**src/sv/crba_pkg.sv**
```systemverilog
// shared types and constants of the contiguous ring buffer allocator
package crba_pkg;

  localparam int COMMAND_W       = 2;
  localparam int WRITE_DATA_W    = 8;
  localparam int SLOT_INDEX_W    = 3;
  localparam int WRITE_ADDRESS_W = 8;
  localparam int ACTIVE_BASE_W   = 9;
  localparam int ACTIVE_BEATS_W  = 9;

  localparam logic [COMMAND_W-1:0] CMD_PUSH  = 2'd0;
  localparam logic [COMMAND_W-1:0] CMD_POP   = 2'd1;
  localparam logic [COMMAND_W-1:0] CMD_WRITE = 2'd2;

  localparam logic STATUS_OK   = 1'b0;
  localparam logic STATUS_FAIL = 1'b1;

  typedef struct packed {
    logic [COMMAND_W-1:0]    command;
    logic [WRITE_DATA_W-1:0] write_data;
  } in_word_t;

  typedef struct packed {
    logic                       status;
    logic [SLOT_INDEX_W-1:0]    slot_index;
    logic [WRITE_ADDRESS_W-1:0] write_address;
    logic [ACTIVE_BASE_W-1:0]   active_base;
    logic [ACTIVE_BEATS_W-1:0]  active_beats;
    logic                       incrementing;
  } out_word_t;

  // controller to datapath
  typedef struct packed {
    logic push;
    logic append;
    logic fail;
    logic pop_finish;
    logic move_start;
    logic copy_step;
    logic move_finish;
  } cmd_t;

  // datapath to controller
  typedef struct packed {
    logic no_slots;
    logic slots_full;
    logic store_full;
    logic needs_move;
    logic move_fits;
    logic copy_done;
  } sts_t;

endpackage

```
**src/sv/crba_ctrl.sv**
```systemverilog
// command sequencer of the contiguous ring buffer allocator
module crba_ctrl (
  input  logic                               clk,
  input  logic                               rst_n,
  input  logic                               in_valid,
  output logic                               in_ready,
  input  logic [crba_pkg::COMMAND_W-1:0]     in_command,
  input  crba_pkg::sts_t                     sts,
  input  logic                               q_full,
  output crba_pkg::cmd_t                     cmd
);

  localparam logic [1:0] ST_IDLE = 2'd0;
  localparam logic [1:0] ST_POP  = 2'd1;
  localparam logic [1:0] ST_COPY = 2'd2;
  localparam logic [1:0] ST_MFIN = 2'd3;

  logic [1:0] state_r;
  logic [1:0] state_nxt;

  always_comb begin
    cmd       = '0;
    state_nxt = state_r;
    in_ready  = 1'b0;
    unique case (state_r)
      ST_IDLE: begin
        in_ready = !q_full;
        if (in_valid && !q_full) begin
          unique case (in_command)
            crba_pkg::CMD_PUSH: begin
              if (sts.slots_full || sts.store_full) cmd.fail = 1'b1;
              else cmd.push = 1'b1;
            end
            crba_pkg::CMD_POP: begin
              if (sts.no_slots) cmd.fail = 1'b1;
              else state_nxt = ST_POP;
            end
            crba_pkg::CMD_WRITE: begin
              priority if (sts.no_slots || sts.store_full) begin
                cmd.fail = 1'b1;
              end else if (!sts.needs_move) begin
                cmd.append = 1'b1;
              end else if (sts.move_fits) begin
                cmd.move_start = 1'b1;
                state_nxt      = ST_COPY;
              end else begin
                cmd.fail = 1'b1;
              end
            end
            default: cmd.fail = 1'b1;
          endcase
        end
      end
      ST_POP: begin
        cmd.pop_finish = 1'b1;
        state_nxt      = ST_IDLE;
      end
      ST_COPY: begin
        cmd.copy_step = 1'b1;
        if (sts.copy_done) state_nxt = ST_MFIN;
      end
      ST_MFIN: begin
        cmd.move_finish = 1'b1;
        state_nxt       = ST_IDLE;
      end
    endcase
  end

  always_ff @(posedge clk) begin
    if (!rst_n) begin
      state_r <= ST_IDLE;
    end else begin
      state_r <= state_nxt;
    end
  end

endmodule

```
**src/sv/crba_dp.sv**
```systemverilog
// slot table, beat store and bookkeeping registers of the allocator
module crba_dp #(
  parameter int POOL_BEATS  = 256,
  parameter int ALLOC_SLOTS = 8,
  parameter int BEAT_WIDTH  = 8
) (
  input  logic                                clk,
  input  logic                                rst_n,
  input  crba_pkg::cmd_t                      cmd,
  input  logic [crba_pkg::WRITE_DATA_W-1:0]   write_data,
  output crba_pkg::sts_t                      sts,
  output logic                                res_valid,
  output crba_pkg::out_word_t                 res_data
);

  localparam int AW = (POOL_BEATS > 1) ? $clog2(POOL_BEATS) : 1;
  localparam int CW = $clog2(POOL_BEATS + 1);
  localparam int BW = CW + 1;
  localparam int SW = (ALLOC_SLOTS > 1) ? $clog2(ALLOC_SLOTS) : 1;
  localparam int UW = $clog2(ALLOC_SLOTS + 1);
  localparam int IDX_OW  = crba_pkg::SLOT_INDEX_W;
  localparam int ADDR_OW = crba_pkg::WRITE_ADDRESS_W;
  localparam int BASE_OW = crba_pkg::ACTIVE_BASE_W;
  localparam int CNT_OW  = crba_pkg::ACTIVE_BEATS_W;
  localparam logic [SW-1:0] SLOT_LAST = SW'(ALLOC_SLOTS - 1);

  // slot table
  logic [CW-1:0] slot_base_mem [ALLOC_SLOTS];
  logic [CW-1:0] slot_cnt_mem  [ALLOC_SLOTS];
  logic [CW-1:0] slot_pad_mem  [ALLOC_SLOTS];
  logic [CW-1:0] slot_base_rd_r;
  logic [CW-1:0] slot_cnt_rd_r;
  logic [CW-1:0] slot_pad_rd_r;

  // beat store
  logic [BEAT_WIDTH-1:0] beat_mem [POOL_BEATS];
  logic [BEAT_WIDTH-1:0] beat_rd_r;
  logic                  beat_we;
  logic [AW-1:0]         beat_wa;
  logic [BEAT_WIDTH-1:0] beat_wd;

  logic [UW-1:0] slots_used_r,  slots_used_nxt;
  logic [BW-1:0] beats_used_r,  beats_used_nxt;
  logic [SW-1:0] active_slot_r, active_slot_nxt;
  logic [SW-1:0] oldest_slot_r, oldest_slot_nxt;
  logic [CW-1:0] oldest_base_r, oldest_base_nxt;
  logic [CW-1:0] act_base_r,    act_base_nxt;
  logic [CW-1:0] act_cnt_r,     act_cnt_nxt;
  logic [CW-1:0] act_pad_r,     act_pad_nxt;

  // relocation
  logic [CW-1:0]         k_r;
  logic [CW-1:0]         move_pad_r;
  logic [BEAT_WIDTH-1:0] data_r;

  logic [SW-1:0] next_slot;
  logic [SW-1:0] next_oldest;
  logic [CW:0]   act_end;
  logic [CW:0]   freed;
  logic [CW-1:0] copy_src;
  logic [CW-1:0] k_m1;
  logic          slot_wr;
  logic [AW-1:0] res_addr;

  assign next_slot   = (active_slot_r == SLOT_LAST) ? '0 : active_slot_r + SW'(1);
  assign next_oldest = (oldest_slot_r == SLOT_LAST) ? '0 : oldest_slot_r + SW'(1);
  assign act_end     = {1'b0, act_base_r} + {1'b0, act_cnt_r};
  assign freed       = {1'b0, slot_cnt_rd_r} + {1'b0, slot_pad_rd_r};
  assign copy_src    = act_base_r + k_r;
  assign k_m1        = k_r - CW'(1);

  assign sts.no_slots   = (slots_used_r == '0);
  assign sts.slots_full = (slots_used_r >= UW'(ALLOC_SLOTS));
  assign sts.store_full = (beats_used_r >= BW'(POOL_BEATS));
  assign sts.needs_move = (act_end >= (CW + 1)'(POOL_BEATS));
  assign sts.move_fits  = (({1'b0, act_cnt_r} + (CW + 1)'(1)) <= {1'b0, oldest_base_r});
  assign sts.copy_done  = (k_r == act_cnt_r);

  always_comb begin
    slots_used_nxt  = slots_used_r;
    beats_used_nxt  = beats_used_r;
    active_slot_nxt = active_slot_r;
    oldest_slot_nxt = oldest_slot_r;
    oldest_base_nxt = oldest_base_r;
    act_base_nxt    = act_base_r;
    act_cnt_nxt     = act_cnt_r;
    act_pad_nxt     = act_pad_r;
    slot_wr         = 1'b0;
    res_addr        = '0;
    if (cmd.push) begin
      active_slot_nxt = next_slot;
      slots_used_nxt  = slots_used_r + UW'(1);
      if (slots_used_r == '0) begin
        act_base_nxt    = oldest_base_r;
        oldest_slot_nxt = next_slot;
      end else begin
        act_base_nxt = act_end[CW-1:0];
      end
      act_cnt_nxt = '0;
      act_pad_nxt = '0;
      slot_wr     = 1'b1;
    end
    if (cmd.append) begin
      act_cnt_nxt    = act_cnt_r + CW'(1);
      beats_used_nxt = beats_used_r + BW'(1);
      slot_wr        = 1'b1;
      res_addr       = act_end[AW-1:0];
    end
    if (cmd.pop_finish) begin
      slots_used_nxt = slots_used_r - UW'(1);
      beats_used_nxt = (freed > beats_used_r) ? '0 : beats_used_r - freed;
      if (slots_used_r != UW'(1)) begin
        oldest_slot_nxt = next_oldest;
        oldest_base_nxt = slot_base_rd_r;
      end
    end
    if (cmd.move_finish) begin
      act_base_nxt   = '0;
      act_cnt_nxt    = act_cnt_r + CW'(1);
      act_pad_nxt    = move_pad_r;
      beats_used_nxt = beats_used_r + {1'b0, move_pad_r} + BW'(1);
      slot_wr        = 1'b1;
      res_addr       = act_cnt_r[AW-1:0];
    end
  end

  always_comb begin
    beat_we = 1'b0;
    beat_wa = act_end[AW-1:0];
    beat_wd = BEAT_WIDTH'(write_data);
    if (cmd.copy_step && (k_r != '0)) begin
      beat_we = 1'b1;
      beat_wa = k_m1[AW-1:0];
      beat_wd = beat_rd_r;
    end else if (cmd.append) begin
      beat_we = 1'b1;
    end else if (cmd.move_finish) begin
      beat_we = 1'b1;
      beat_wa = act_cnt_r[AW-1:0];
      beat_wd = data_r;
    end
  end

  always_ff @(posedge clk) begin
    if (!rst_n) begin
      slots_used_r  <= '0;
      beats_used_r  <= '0;
      active_slot_r <= '0;
      oldest_slot_r <= '0;
      oldest_base_r <= '0;
      act_base_r    <= '0;
      act_cnt_r     <= '0;
      act_pad_r     <= '0;
    end else begin
      slots_used_r  <= slots_used_nxt;
      beats_used_r  <= beats_used_nxt;
      active_slot_r <= active_slot_nxt;
      oldest_slot_r <= oldest_slot_nxt;
      oldest_base_r <= oldest_base_nxt;
      act_base_r    <= act_base_nxt;
      act_cnt_r     <= act_cnt_nxt;
      act_pad_r     <= act_pad_nxt;
    end
  end

  always_ff @(posedge clk) begin
    if (cmd.move_start) begin
      k_r        <= '0;
      move_pad_r <= CW'(POOL_BEATS) - act_base_r;
      data_r     <= BEAT_WIDTH'(write_data);
    end else if (cmd.copy_step) begin
      k_r <= k_r + CW'(1);
    end
  end

  always_ff @(posedge clk) begin
    if (slot_wr) begin
      slot_base_mem[active_slot_nxt] <= act_base_nxt;
      slot_cnt_mem[active_slot_nxt]  <= act_cnt_nxt;
      slot_pad_mem[active_slot_nxt]  <= act_pad_nxt;
    end
    slot_cnt_rd_r  <= slot_cnt_mem[oldest_slot_r];
    slot_pad_rd_r  <= slot_pad_mem[oldest_slot_r];
    slot_base_rd_r <= slot_base_mem[next_oldest];
  end

  always_ff @(posedge clk) begin
    if (beat_we) beat_mem[beat_wa] <= beat_wd;
    beat_rd_r <= beat_mem[copy_src[AW-1:0]];
  end

  assign res_valid = cmd.push | cmd.append | cmd.fail | cmd.pop_finish | cmd.move_finish;

  always_comb begin
    res_data               = '0;
    res_data.status        = cmd.fail ? crba_pkg::STATUS_FAIL : crba_pkg::STATUS_OK;
    res_data.slot_index    = IDX_OW'(active_slot_nxt);
    res_data.write_address = ADDR_OW'(res_addr);
    if (slots_used_nxt != '0) begin
      res_data.active_base  = BASE_OW'(act_base_nxt);
      res_data.active_beats = CNT_OW'(act_cnt_nxt);
      res_data.incrementing = (act_cnt_nxt > CW'(1));
    end
  end

endmodule

```
**src/sv/crba_outq.sv**
```systemverilog
// two-word result queue between the allocator and its sink
module crba_outq (
  input  logic                clk,
  input  logic                rst_n,
  input  logic                push,
  input  crba_pkg::out_word_t push_data,
  output logic                full,
  output logic                out_valid,
  input  logic                out_ready,
  output crba_pkg::out_word_t out_data
);

  crba_pkg::out_word_t entry_r [2];
  logic       wr_ptr_r, wr_ptr_nxt;
  logic       rd_ptr_r, rd_ptr_nxt;
  logic [1:0] count_r,  count_nxt;
  logic       pop;

  assign out_valid = (count_r != 2'd0);
  assign full      = (count_r == 2'd2);
  assign out_data  = entry_r[rd_ptr_r];
  assign pop       = out_valid && out_ready;

  always_comb begin
    wr_ptr_nxt = push ? ~wr_ptr_r : wr_ptr_r;
    rd_ptr_nxt = pop ? ~rd_ptr_r : rd_ptr_r;
    count_nxt  = count_r + {1'b0, push} - {1'b0, pop};
  end

  always_ff @(posedge clk) begin
    if (!rst_n) begin
      wr_ptr_r <= 1'b0;
      rd_ptr_r <= 1'b0;
      count_r  <= 2'd0;
    end else begin
      wr_ptr_r <= wr_ptr_nxt;
      rd_ptr_r <= rd_ptr_nxt;
      count_r  <= count_nxt;
    end
  end

  always_ff @(posedge clk) begin
    if (push) entry_r[wr_ptr_r] <= push_data;
  end

endmodule

```
**src/sv/contiguous_ring_buffer_allocator_top.sv**
```systemverilog
// top level of the contiguous ring buffer allocator
// A ring of ALLOC_SLOTS allocation slots over a circular store of POOL_BEATS
// beats, each slot one contiguous run. Every accepted word gives exactly one
// result word. Push, plain write and any failing command finish in the cycle
// they are accepted, so the next word may follow while the queue has room.
// Pop finishes in state ST_POP, since the freed size and the next base come
// out of the registered slot table read. A write that runs past the end of
// the store relocates the active slot to address 0: ST_COPY copies its beats,
// then ST_MFIN writes the new one; the beat store has one read and one write
// port and so copies one beat per cycle. Results go through a two-word queue,
// so new commands are taken while a result waits; in_ready drops only while a
// pop or a relocation is in progress or the queue is full. No clearing
// pass after reset: slot entries and beats are only ever read once written.
module contiguous_ring_buffer_allocator_top #(
  parameter int POOL_BEATS  = 256,
  parameter int ALLOC_SLOTS = 8,
  parameter int BEAT_WIDTH  = 8
) (
  input  logic                clk,
  input  logic                rst_n,
  // command words
  input  logic                in_valid,
  output logic                in_ready,
  input  crba_pkg::in_word_t  in_data,
  // result words
  output logic                out_valid,
  input  logic                out_ready,
  output crba_pkg::out_word_t out_data
);

  crba_pkg::cmd_t      cmd;
  crba_pkg::sts_t      sts;
  logic                q_full;
  logic                res_valid;
  crba_pkg::out_word_t res_data;

  // sequencer: decides each command from the datapath status
  crba_ctrl u_ctrl (
    .clk        (clk),
    .rst_n      (rst_n),
    .in_valid   (in_valid),
    .in_ready   (in_ready),
    .in_command (in_data.command),
    .sts        (sts),
    .q_full     (q_full),
    .cmd        (cmd)
  );

  // slot table, beat store and the result word
  crba_dp #(
    .POOL_BEATS  (POOL_BEATS),
    .ALLOC_SLOTS (ALLOC_SLOTS),
    .BEAT_WIDTH  (BEAT_WIDTH)
  ) u_dp (
    .clk        (clk),
    .rst_n      (rst_n),
    .cmd        (cmd),
    .write_data (in_data.write_data),
    .sts        (sts),
    .res_valid  (res_valid),
    .res_data   (res_data)
  );

  // result queue decouples the sink from the command side
  crba_outq u_outq (
    .clk       (clk),
    .rst_n     (rst_n),
    .push      (res_valid),
    .push_data (res_data),
    .full      (q_full),
    .out_valid (out_valid),
    .out_ready (out_ready),
    .out_data  (out_data)
  );

endmodule

```
**config.mk**
```make
export PLATFORM = sky130hd
export DESIGN_NAME = contiguous_ring_buffer_allocator_top
export DESIGN_NICKNAME = d
export VERILOG_FILES = /design/src/sv/crba_pkg.sv /design/src/sv/crba_ctrl.sv /design/src/sv/crba_dp.sv /design/src/sv/crba_outq.sv /design/src/sv/contiguous_ring_buffer_allocator_top.sv
export SDC_FILE = /design/constraint.sdc
export NUM_CORES = 1
export LEC_CHECK = 0
export ABC_AREA = 1
export BUFFER_PORTS_ARGS = -buffer_cell sky130_fd_sc_hd__buf_2
export CORE_ASPECT_RATIO = 1.2
export CORE_MARGIN = 2
export CORE_UTILIZATION = 35
export DETAILED_ROUTE_END_ITERATION = 16
export GPL_ROUTABILITY_DRIVEN = 0
export PLACE_DENSITY = 0.56
export SKIP_LAST_GASP = 1
export SYNTH_ARGS = -nofsm -noshare
export SYNTH_HDL_FRONTEND = slang
export SYNTH_SLANG_ARGS = --single-unit
```
**constraint.sdc**
```tcl
create_clock -name clk -period 4 [get_ports clk]
set_input_delay 0.8 -clock clk [delete_from_list [all_inputs] [get_ports clk]]
set_output_delay 0.8 -clock clk [all_outputs]
set_load 0.005 [all_outputs]
```
After elaboration in Yosys (flattened, before gate mapping)
Memory sizes are Yosys's and may differ from the RTL's. A register that Yosys moved wholly into a read port is not among the register bits.
Index checks and enable logic that the tools add are counted.
- add/subtract/negate cells: 16
- order comparisons: 6
- equal/unequal tests: 17
- multiplexer cells: 65
- bitwise gates (word level): 6
- reduce and logical (&&, ||, !) cells: 14
- operators with widths (operator ; count):
    9-bit 2-to-1 mux ; 8
    10-bit 2-to-1 mux ; 4
    1-bit 2-to-1 mux ; 30
    3-bit 2-to-1 mux ; 9
    10-bit by 1-bit adder with 10-bit output (second input constant) ; 2
    9-bit by 9-bit adder with 10-bit output ; 2
    10-bit by 9-bit >= comparator with 1-bit output (second input constant) ; 2
    19-bit 2-to-1 mux ; 1
    9-bit by 1-bit adder with 9-bit output (second input constant) ; 2
    8-bit 2-to-1 mux ; 2
    2-bit 2-to-1 mux ; 6
    3-bit != test (second input constant) ; 4
    10-bit by 9-bit adder with 10-bit output ; 1
    9-bit by 1-bit adder with 10-bit output (second input constant) ; 1
    10-bit greater-than comparator ; 1
    10-bit by 9-bit <= comparator with 1-bit output ; 1
    10-bit subtractor ; 1
    9-bit == test ; 1
    9-bit by 1-bit greater-than comparator with 1-bit output (second input constant) ; 1
    9-bit subtractor (first input constant) ; 1
    2-bit == test (second input constant) ; 4
    4-bit 2-to-1 mux ; 2
    7-bit AND reduction ; 1
    3-bit by 1-bit adder with 3-bit output (second input constant) ; 2
    26 further kinds ; 35
- register bits: 80
- memory bits (writable): 278
- output and inout bits: 33
- logic and storage cells: 142
- memories kept: 4
- memory list (memory ; words ; width ; rd ports ; clocked after memory_dff ; wr ports ; line ; text):
    u_dp.slot_base_mem ; 8 ; 9 ; 1 ; 1 ; 1 ; crba_dp.sv:28 ; logic [CW-1:0] slot_base_mem [ALLOC_SLOTS];
    u_dp.slot_cnt_mem ; 8 ; 9 ; 1 ; 1 ; 1 ; crba_dp.sv:29 ; logic [CW-1:0] slot_cnt_mem [ALLOC_SLOTS];
    u_dp.slot_pad_mem ; 8 ; 9 ; 1 ; 1 ; 1 ; crba_dp.sv:30 ; logic [CW-1:0] slot_pad_mem [ALLOC_SLOTS];
    u_outq.entry_r ; 2 ; 31 ; 1 ; 1 ; 1 ; crba_outq.sv:13 ; crba_pkg::out_word_t entry_r [2];

Logic depth before layout (Yosys ltp)
Gate-level depths: netlist of the first run.
- depth in word-level cells: 14
- depth in mapped cells: 22
- depth with buffers taken out: 22

Cells and area by module
Synthesis of the first run repeated with hierarchy kept, for this count alone.
- cell total of the unflattened synthesis: 1728
- area total of the unflattened synthesis: 17516.8 sq um
- by module, submodules not included (module ; instances ; cells an instance ; area an instance (sq um) ; seq. area each (sq um)):
    crba_dp ; 1 ; 1542 ; 14736.6 ; 8598.2
    crba_outq ; 1 ; 132 ; 2482.4 ; 1961.9
    crba_ctrl ; 1 ; 54 ; 297.8 ; 40.0

Least setup slack after synthesis of the first run
Ideal clock, no wire load.
- kind: reg-to-reg
- from: reg u_dp.act_cnt_r[0]
- to: mem u_outq.entry_r[0][0] (netlist bit) (enable)
- arrival time: 3.584 ns
- required time: 3.571 ns
- slack: -0.013 ns
- stages on the path, launching flop included: 18
- path buffers: 0
- clock period less this slack: 4.013 ns
- cell sequence: dfxtp_1 ha_1 nand2_1 nor2_1 inv_1 nor2_1 nand2_1 xor2_1 inv_1 ha_1 and3_1 nand3_1 nand2_1 nand2_1 nand3_1 nand2_1 nand2_1 a21oi_1
- cells in the longest elaborated chain, start to end: 13
- elaborated cells on any way between the ends: 19
- classes of those cells: add/sub (2); order compare (2); mux (11); bitwise (4)
- RTL lines (what ; line ; text):
    from (decl) ; crba_dp.sv:48 ; logic [CW-1:0] act_cnt_r, act_cnt_nxt;
    from (signal assigned) ; crba_dp.sv:161 ; act_cnt_r <= act_cnt_nxt;
    9-bit by 1-bit adder with 10-bit output or 9-bit by 9-bit adder with 10-bit output (tied branches) ; crba_dp.sv:76, crba_dp.sv:67 ;
    10-bit by 9-bit <= comparator with 1-bit output or 10-bit by 9-bit >= comparator with 1-bit output (tied branches) ; crba_dp.sv:76, crba_dp.sv:75 ;
    1-bit 2-to-1 mux (on tied branches) ; crba_ctrl.sv:43, crba_ctrl.sv:41 ;
    1-bit 2-to-1 mux (on tied branches) ; crba_ctrl.sv:41, crba_ctrl.sv:39 ;
    1-bit 2-to-1 mux (on tied branches) ; crba_ctrl.sv:39, crba_ctrl.sv:29 ;
    1-bit one-hot mux with 3 select lines or 3-bit 2-to-1 mux (tied branches) ; crba_ctrl.sv:29, crba_ctrl.sv:28 ;
    3-bit 2-to-1 mux * ; crba_ctrl.sv:28 ; if (in_valid && !q_full) begin
    3-bit 2-to-1 mux * ; crba_ctrl.sv:25 ; unique case (state_r)
    1-bit bitwise OR * (3 in a row) ; crba_dp.sv:192 ; assign res_valid = cmd.push | cmd.append | cmd.fail | cmd.pop_finish | cmd.move_finish;
    1-bit 2-to-1 mux * ; crba_outq.sv:43 ; if (push) entry_r[wr_ptr_r] <= push_data;
    1-bit 2-to-1 mux (implied by the code) * ; crba_outq.sv:43 ;
    to (decl) ; crba_outq.sv:13 ;
Every way passes the cells marked *; elsewhere a longest branch is shown, timed or not.

Worst setup path in the final report of the first run
- from: reg u_dp.slot_pad_rd_r[0] (read register of u_dp.slot_pad_mem)
- to: reg u_dp.beats_used_r[9]
- cells in the longest elaborated chain, start to end: 5
- elaborated cells on any way between the ends: 6
- classes of those cells: add/sub (2); order compare (1); mux (3)
- RTL lines (what ; line ; text):
    from (decl) ; crba_dp.sv:33 ; logic [CW-1:0] slot_pad_rd_r;
    9-bit by 9-bit adder with 10-bit output * ; crba_dp.sv:68 ; assign freed = {1'b0, slot_cnt_rd_r} + {1'b0, slot_pad_rd_r};
    10-bit subtractor or 10-bit greater-than comparator (tied branches) ; crba_dp.sv:111 ; beats_used_nxt = (freed > beats_used_r) ? '0 : beats_used_r - freed;
    10-bit 2-to-1 mux * ; crba_dp.sv:111 ;
    10-bit 2-to-1 mux * ; crba_dp.sv:109 ; if (cmd.pop_finish) begin
    10-bit 2-to-1 mux * ; crba_dp.sv:117 ; if (cmd.move_finish) begin
    to (signal assigned) ; crba_dp.sv:156 ; beats_used_r <= beats_used_nxt;
    to (decl) ; crba_dp.sv:43 ; logic [BW-1:0] beats_used_r, beats_used_nxt;
Marked as above.
A chain may end at the register's enable or synchronous reset.

==> out/metrics.yaml, run 1 <==
floorplan:
  rows: 89
  fp.coreArea_um2: 49000
  io_pins: 47
  die_y_um: 247.7
  initial_utilization_pct: 35.36
  die-area_um2: 51300
  fp.dieW_um: 207.1
worst_setup_path:
  max_stage_delay_ns: 0.41
  r2r_cells: 21
  worstSetupPathType: "register to register"
  worstSetupEndpointType: "register"
  arrival_ns: 3.99
  critPathLaunchType: "register"
  crit_family: "compound AO/OA/AOI/OAI gates"
  critPathRequiredTime_ns: 4.43
  crit_path_max_fanout: 5
  reg2reg_to: "u_dp.beats_used_r[9]$_SDFFE_PN0P_"
  critical_path_buf_inv_count: 2
  r2r-start: "u_dp.slot_pad_rd_r[0]$_DFF_P_"
  slowest_stage: "fa_1"
  r2r_slack_ns: 0.44
  path_cells: "ha_1 > fa_1 > a21oi_1 > o21bai_1 > a21oi_1 > o21bai_1 > nand2_1 > nand2_1 > a21oi_1 > xor2_1 > ha_1 > nand2_1 > inv_1 > a221oi_1 > nand3_1 > nand2_1 > inv_1 > o21ai_0 > a21oi_1 > nor2_1 > nor2_1"
drt:
  vias: 12000
  drt-total-wl_mm: 43.52
  drtIter0Drc: 890
  post_drt_wl_per_cell_um: 18.35
  ant_nets: 0
  drc: 0
  via_per_inst: 5.059
  drtPass1Iterations: 5
clocking:
  ctsResizeCount: 0
  clk_latency_ns: 0.55
  post_cts_buffers: 0
  cts_tree: "yes"
  cts_sinks: 386
  root_buffer: "clkbuf_16"
  clockBufferDepth: 3
  cts_hold_buffers: 0
  htree_num_levels: 2
  path_clk_slew_ns: 0.06
  cts-buffers-inserted: 40
cells_and_area:
  drive_gt1_share_pct: 11.99
  final_area_um2: 19750
  n_antenna_cell: 0
  fin_cells: 2372
  area_delta_synth_final_pct: 13.99
  fin_util_pct: 40.30
  layout.nets: 1779
min_path:
  min_delay_path_depth: 1
  min-delay-start: "u_outq.rd_ptr_r$_SDFFE_PN0P_"
  hold_class: "register to register"
sta:
  finalHoldViolCount: 0
  fmax_mhz: 280.6
  period_needed_ns: 3.564
  holdWs_ns: 0.4474
  relSlewSlack_pct: 34.09
  worst_pin_slew_ns: 0.9811
  rsz0062_at_grt: "no"
  tns_ns: 0
  final.setup.worst_slack_ns: 0.4357
  drv_slew: 0
  fin_skew_ns: 0.02052
  finalCritPeriodShare_pct: 89.11
  setup_viol: 0
power_and_ir_drop:
  power_mw: 12.12
  leakagePower_nw: 7.651
  power_density_nw_per_um2: 613.7
  peakVddDrop_uv: 265.9
synth:
  ys_seq_elements: 386
  synth_top_family_by_area: "simple AND/OR/NAND/NOR gates"
  synth_cell_types: 54
  postSynthAreaPerCell_um2: 10.54
  synth_top_area_share_pct: 49.75
  muxShareOfSynthArea_pct: 2.015
  syn-instance-count: 1643
  synthesis.area_um2: 17320
  syn_nets: 1719
  yosysMostFrequentCell: "edfxtp_1"
  synth_compound_area_share_pct: 10.96
  synthFlopType: "edfxtp_1"
  synth_seq_area_share_pct: 61.19
  yosysWarningCount: 0
  synth-simple-area-share_pct: 13.61
  synth_area_leader_cell: "edfxtp_1"
  synthAdderAreaFrac_pct: 4.651
  ys_async_sr_fraction_pct: 0
  synthXorXnorAreaFrac_pct: 2.521
  synth_edf_count: 287
  synth_common_cells: "edfxtp_1, nor2_1, nand2_1"
  synth_area_leaders: "edfxtp_1, dfxtp_1, nor2_1, ha_1, nand2_1"
grt:
  grt_use_total_pct: 16.91
  grt_pass1_wl_mm: 67.69
  overflow: 0
  antenna_found_initial: 0
  grt_max_degree: 80
  first_global_vias: 11860
job:
  drv_cap: 0
place:
  dpl_cell_area_um2: 18450
  dp_worst_setup_slack_ns: 0.4404
  hpwl_mm: 28.08
  dp_cells: 2298
  io_buffers: 38
run_status:
  status: "complete, no violations"
## area by class of cell
class                      count  area [um2]
clock buffer                  53        1081
clock inverter                21       219.0
fill                        4749       29250
inverter                     166       629.4
multi-input combinational   1032        5862
sequential                   386       10600
tap                          637       797.0
timing repair buffer          77       558.0
## worst max-delay path by stage
stage,from,to,slack [ns],cells after the start
after floorplan,u_dp.act_cnt_r[0]$_SDFF_PN0_,u_outq.entry_r[0][0]$_DFFE_PP_,0.60,17
after global placement,u_dp.slot_pad_rd_r[0]$_DFF_P_,u_dp.beats_used_r[9]$_SDFFE_PN0P_,0.43,21
after detailed placement,u_dp.slot_pad_rd_r[0]$_DFF_P_,u_dp.beats_used_r[9]$_SDFFE_PN0P_,0.44,21
after CTS,u_dp.slot_pad_rd_r[0]$_DFF_P_,u_dp.beats_used_r[9]$_SDFFE_PN0P_,0.42,21
after global routing,u_dp.slot_pad_rd_r[0]$_DFF_P_,u_dp.beats_used_r[9]$_SDFFE_PN0P_,0.08,21
final,u_dp.slot_pad_rd_r[0]$_DFF_P_,u_dp.beats_used_r[9]$_SDFFE_PN0P_,0.44,21
## power by group
group / total [mW] / switching [mW] / internal [mW] / leakage [nW]
registers: 5.01 / 0.223 / 4.79 / 3.48
clock network: 3.73 / 1.55 / 2.17 / 0.641
logic: 3.38 / 2.16 / 1.22 / 3.53
## placed cells by master (no fill, tap or decap), drive strengths merged, types with 6 or more instances in the layout
| cell type | instances |
|---|---|
| a31oi | 35 |
| ha | 58 |
| o211ai | 7 |
| nor3 | 24 |
| mux2 | 31 |
| a21oi | 84 |
| clkbuf | 53 |
| inv | 164 |
| nor2 | 263 |
| nand3 | 60 |
| dfxtp | 99 |
| o21bai | 7 |
| clkinv | 19 |
| edfxtp | 287 |
| o22ai | 26 |
| o21ai | 131 |
| nand4 | 12 |
| nand2 | 190 |
| o221ai | 21 |
| or2 | 6 |
| xor2 | 42 |
| buf | 77 |
| xnor2 | 7 |
## state kept, by name, summed over array words and instances (netlist names), 2 cells and up, named ones only
signal and count:
u_dp.beats_used_r 10, u_dp.k_r 9, u_dp.slot_cnt_rd_r 9, u_dp.active_slot_r 3
u_outq.count_r 2, u_dp.slot_base_mem 72, u_dp.slot_base_rd_r 9, u_outq.entry_r 62
u_dp.slot_pad_mem 72, u_dp.slots_used_r 4, u_dp.act_pad_r 9, u_ctrl.state_r 2
u_dp.oldest_slot_r 3, u_dp.slot_pad_rd_r 9, u_dp.act_base_r 9, u_dp.act_cnt_r 9
u_dp.slot_cnt_mem 72, u_dp.move_pad_r 9, u_dp.oldest_base_r 9
## layer usage
metal  part of all wire, %  vias up  global-route usage (%)
li1                      -     5853                       -
met1                    43     5782                   20.85
met2                    49      272                   29.75
met3                   4.2       92                   2.138
met4                   4.0        0                   7.584
met5                     0        -                       0
## cell families after synthesis
kind of cell	count (synthesis)
and+or+nand+nor	561
DFF	386
AOI/OAI and AO/OA	329
buffers and inverters	225
adders and majority gates	62
xor gates and xnor gates	49
muxes	31
(Power assumes the default switching activity.)
==> inputs of run 2 (changes only) <==
--- a/config.mk
+++ b/config.mk
@@ -12,7 +12,7 @@
 export CORE_UTILIZATION = 35
 export DETAILED_ROUTE_END_ITERATION = 16
 export GPL_ROUTABILITY_DRIVEN = 0
-export PLACE_DENSITY = 0.56
+export PLACE_DENSITY = 0.54
 export SKIP_LAST_GASP = 1
 export SYNTH_ARGS = -nofsm -noshare
 export SYNTH_HDL_FRONTEND = slang
==> constraint.sdc (replaced) <==
create_clock -name clk -period 3.3 [get_ports clk]
set_input_delay 0.66 -clock clk [delete_from_list [all_inputs] [get_ports clk]]
set_output_delay 0.66 -clock clk [all_outputs]
set_load 0.005 [all_outputs]
==> out/metrics.yaml, run 2 (synthesis results as in run 1) <==
run_status:
  status: "complete, no violations"
grt:
  grt_max_degree: 87
  grt_use_total_pct: 16.83
  first_global_vias: 11930
  grt_pass1_wl_mm: 67.79
  overflow: 0
  antenna_found_initial: 0
sta:
  drv_slew: 0
  tns_ns: 0
  finalHoldViolCount: 0
  period_needed_ns: 3.097
  rsz0062_at_grt: "yes"
  fmax_mhz: 322.9
  fin_skew_ns: 0.01252
  holdWs_ns: 0.4541
  relSlewSlack_pct: 42.72
  finalCritPeriodShare_pct: 93.86
  setup_viol: 0
  worst_pin_slew_ns: 0.8583
cells_and_area:
  area_delta_synth_final_pct: 16.42
  layout_common_cells: "edfxtp_1, nor2_1, nand2_1"
  n_antenna_cell: 0
  final_common_cell: "edfxtp_1"
  drive_gt1_share_pct: 14.94
  layout.nets: 1820
  final_area_um2: 20170
  fin_cells: 2411
  top_regs: "u_dp.slot_base_mem: 72 flops, u_dp.slot_cnt_mem: 72 flops, u_dp.slot_pad_mem: 72 flops"
worst_setup_path:
  crit_path_max_fanout: 4
  worstSetupEndpointType: "register"
  critPathRequiredTime_ns: 3.76
  arrival_ns: 3.56
  worstSetupPathType: "register to register"
  critPathLaunchType: "register"
place:
  dpl_cell_area_um2: 18820
  io_buffers: 38
  dp_cells: 2334
  hpwl_mm: 29.17
clocking:
  cts_tree: "yes"
  cts-buffers-inserted: 40
  cts_hold_buffers: 0
  path_clk_slew_ns: 0.06
  root_buffer: "clkbuf_16"
  clockBufferDepth: 3
  cts_sinks: 386
  htree_num_levels: 2
  clk_latency_ns: 0.54
power_and_ir_drop:
  power_mw: 14.85
  peakVddDrop_uv: 355.4
  power_density_nw_per_um2: 736.2
  leakagePower_nw: 7.848
drt:
  vias: 12100
  post_drt_wl_per_cell_um: 18.28
  via_per_inst: 5.020
  drtPass1Iterations: 7
  drc: 0
  drtIter0Drc: 740
  ant_nets: 0
  drt-total-wl_mm: 44.07
floorplan:
  die-area_um2: 51300
  fp.coreArea_um2: 49000
  initial_utilization_pct: 35.36
  die_y_um: 247.7
  fp.dieW_um: 207.1
  io_pins: 47
  rows: 89
job:
  drv_cap: 0
min_path:
  hold_class: "register to register"
run 2: final timing paths:
path	slack, ns	endpoint	cells past startpoint	startpoint
max	0.20	u_dp.beats_used_r[0]$_SDFFE_PN0P_	19	u_dp.slot_pad_rd_r[0]$_DFF_P_
min	0.45	u_outq.rd_ptr_r$_SDFFE_PN0P_	1	u_outq.rd_ptr_r$_SDFFE_PN0P_
max reg2reg	0.20	u_dp.beats_used_r[0]$_SDFFE_PN0P_	19	u_dp.slot_pad_rd_r[0]$_DFF_P_
min reg2reg	0.45	u_outq.rd_ptr_r$_SDFFE_PN0P_	1	u_outq.rd_ptr_r$_SDFFE_PN0P_
run 2: final cells by class:
type	count	area, um2
well taps	637	797.0
inverters	166	631.9
multi-input cells	1032	5924
flip-flops and latches	386	10610
clock buffers	52	1087
repair buffers	118	987.2
clock inverters	20	135.1
fillers	4666	28830
run 2: power by group:
part | internal (mW) | switching, mW
sequential | 5.81 | 0.273
combinational | 1.79 | 2.73
clock | 2.41 | 1.84
total | 10.0 | 4.85
run 2: worst max-delay path: stages, from the launching register on:
cell and delay (ns):
dfxtp_2 0.33, ha_4 0.16, fa_2 0.34, a21oi_2 0.12, o21bai_1 0.09, a21oi_1 0.14, o21bai_1 0.10, nand2_1 0.07
nand2_1 0.06, a21oi_2 0.12, xor2_1 0.08, ha_1 0.32, nand2_2 0.07, nor2_2 0.11, nand3_1 0.08, nand3_1 0.15
nand2_2 0.11, buf_4 0.15, or2_2 0.26, a31oi_1 0.14
run 2: metrics by stage:
stage                     setup slack (ns)  util [%]
after global routing              -0.04465     41.16
final                               0.2027     41.16
after detailed placement          -0.03318     38.41
after floorplan                    0.02539         -
after CTS                          0.03042     40.92
after global placement           -0.004801     38.41
run 2: timing repair:
item | CTS | global route
hold endpoints to repair | 0 | 0
cloned | 0 | 2
gates resized for setup | 3 | 23
pin swaps | 3 | 6
buffers inserted | 0 | 3
setup endpoints to repair | 2 | 172
run 2: layer usage:
metal | part of all wire [%] | global-route usage, % | up-vias
met5 | 0 | 0 | -
met4 | 2.2 | 4.769 | 0
met3 | 3.8 | 1.911 | 61
met2 | 50 | 30.08 | 269
met1 | 44 | 21.57 | 5840
li1 | - | - | 5933
==> inputs of run 3 (changes only) <==
==> constraint.sdc (replaced) <==
create_clock -name clk -period 3.3 [get_ports clk]
set_input_delay 0.495 -clock clk [delete_from_list [all_inputs] [get_ports clk]]
set_output_delay 0.495 -clock clk [all_outputs]
set_load 0.005 [all_outputs]
==> out/metrics.yaml, run 3 (synthesis results as in run 1) <==
clocking:
  clk_latency_ns: 0.54
  clockBufferDepth: 3
  cts-buffers-inserted: 39
  htree_num_levels: 2
  root_buffer: "clkbuf_16"
  cts_hold_buffers: 0
  cts_tree: "yes"
  cts_sinks: 386
  path_clk_slew_ns: 0.06
sta:
  finalHoldViolCount: 0
  drv_slew: 0
  worst_pin_slew_ns: 0.7318
  relSlewSlack_pct: 51.14
  rsz0062_at_grt: "yes"
  setup_viol: 0
  fin_skew_ns: 0.01647
  finalCritPeriodShare_pct: 94.31
  fmax_mhz: 321.3
  holdWs_ns: 0.2969
  period_needed_ns: 3.112
  final.setup.worst_slack_ns: 0.1876
worst_setup_path:
  critPathLaunchType: "register"
  critPathRequiredTime_ns: 3.72
  worstSetupPathType: "register to register"
  reg2reg_to: "u_dp.beats_used_r[9]$_SDFFE_PN0P_"
  r2r-start: "u_dp.slot_cnt_rd_r[0]$_DFF_P_"
  worstSetupEndpointType: "register"
  r2r_cells: 19
  arrival_ns: 3.54
  r2r_slack_ns: 0.19
  crit_path_max_fanout: 4
cells_and_area:
  layout.nets: 1819
  final_common_cell: "edfxtp_1"
  area_delta_synth_final_pct: 16.53
  multi_input_area_um2: 5944
  fin_util_pct: 41.20
  layout_common_cells: "edfxtp_1, nor2_1, nand2_1"
  fill_cells: 4704
  final_area_um2: 20190
  drive_gt1_share_pct: 15.33
  n_antenna_cell: 0
  top_regs: "u_dp.slot_base_mem: 72 flops, u_dp.slot_cnt_mem: 72 flops, u_dp.slot_pad_mem: 72 flops"
  fin_cells: 2411
  seq_area_um2: 10610
floorplan:
  io_pins: 47
  initial_utilization_pct: 35.36
  rows: 89
  die_y_um: 247.7
  fp.dieW_um: 207.1
  fp.coreArea_um2: 49000
  die-area_um2: 51300
place:
  dp_worst_setup_slack_ns: 0.05849
  io_buffers: 38
  dp_cells: 2331
  dpl_cell_area_um2: 18760
  hpwl_mm: 28.85
power_and_ir_drop:
  combinationalPowerShare_pct: 30.6
  peakVddDrop_uv: 396.9
  leakagePower_nw: 7.861
  intPower_mw: 10.08
  p_seq_share_pct: 40.7
  sw_frac_of_total_pct: 32.46
  power_density_nw_per_um2: 738.9
  p_sw_mw: 4.842
  p_clk_share_pct: 28.7
min_path:
  hold_end: "u_outq.rd_ptr_r$_SDFFE_PN0P_"
  hold_class: "input pin to register"
  min_delay_path_depth: 4
  min-delay-start: "out_ready"
grt:
  antenna_found_initial: 0
  grt_pass1_wl_mm: 67.50
  grt_use_total_pct: 16.76
  overflow: 0
  grt_max_degree: 87
  first_global_vias: 11890
drt:
  via_per_inst: 5.043
  ant_nets: 0
  drc: 0
  drtPass1Iterations: 5
  drtIter0Drc: 872
  vias: 12160
  post_drt_wl_per_cell_um: 18.14
  drt-total-wl_mm: 43.73
job:
  drv_cap: 0
run_status:
  status: "complete, no violations"
## run 3: how the worst max path moves through the flow
| stage | startpoint | to | cells past startpoint |
|---|---|---|---|
| floorplan | u_dp.act_cnt_r[0]$_SDFF_PN0_ | u_outq.entry_r[1][0]$_DFFE_PP_ | 19 |
| global placement | u_dp.slot_pad_rd_r[0]$_DFF_P_ | u_dp.beats_used_r[6]$_SDFFE_PN0P_ | 20 |
| detailed placement | u_dp.slot_pad_rd_r[0]$_DFF_P_ | u_dp.beats_used_r[6]$_SDFFE_PN0P_ | 20 |
| CTS | u_dp.slot_pad_rd_r[0]$_DFF_P_ | u_dp.beats_used_r[6]$_SDFFE_PN0P_ | 20 |
| global route | u_dp.slot_cnt_rd_r[0]$_DFF_P_ | u_dp.beats_used_r[2]$_SDFFE_PN0P_ | 20 |
| finish | u_dp.slot_cnt_rd_r[0]$_DFF_P_ | u_dp.beats_used_r[9]$_SDFFE_PN0P_ | 19 |
## run 3: cell type report
type	count	share of cell area [%]
Sequential cell	386	52.56
Multi-Input combinational cell	1032	29.45
Clock buffer	55	5.380
Timing Repair Buffer	118	4.809
Tap cell	637	3.948
Inverter	166	3.130
Clock inverter	17	0.7313
## run 3: power groups by stage
stage | Sequential [mW] | Combinational [mW] | Clock, mW
2_1_floorplan | 6.07 | 2.94 | 0
3_3_place_gp | 6.15 | 4.28 | 0
3_5_place_dp | 6.16 | 4.33 | 0
4_1_cts | 6.06 | 4.35 | 4.38
5_1_grt | 6.12 | 5.10 | 4.57
6_report | 6.07 | 4.56 | 4.28
## run 3: timing repair
action / CTS / global route
endpoints found under the hold margin: 0 / 0
endpoints found under the setup margin: 0 / 132
buffers inserted: 0 / 5
resized for setup: 0 / 35
## run 3: routing by layer
| metal | wire, um | part of all wire [%] | vias up | GRT usage, % |
|---|---|---|---|---|
| met4 | 1090 | 2.5 | 0 | 5.357 |
| met2 | 21690 | 50 | 264 | 30.00 |
| met1 | 19280 | 44 | 5884 | 21.17 |
| met3 | 1666 | 3.8 | 73 | 1.961 |
| li1 | - | - | 5938 | - |
| met5 | 0 | 0 | - | 0 |
## run 3: metrics by stage
step | power (mW) | setup TNS [ns]
2_1_floorplan | 9.010 | 0
3_3_place_gp | 10.43 | 0
3_5_place_dp | 10.49 | 0
4_1_cts | 14.79 | 0
5_1_grt | 15.80 | -0.1243
6_report | 14.92 | 0
## run 3: worst max-delay path, cell delays in order, from the launching register on
cell      delay (ns)
dfxtp_2         0.33
ha_4            0.16
fa_2            0.37
a21oi_2         0.14
o21bai_1        0.09
a21oi_1         0.16
o21bai_1        0.10
nand2_1         0.07
nand2_1         0.07
a21oi_2         0.14
xor2_1          0.17
ha_1            0.27
buf_4           0.14
buf_4           0.14
a21oi_1         0.16
nand4_1         0.14
o21ai_0         0.16
a21oi_1         0.06
nor2_1          0.09
nor2_1          0.05
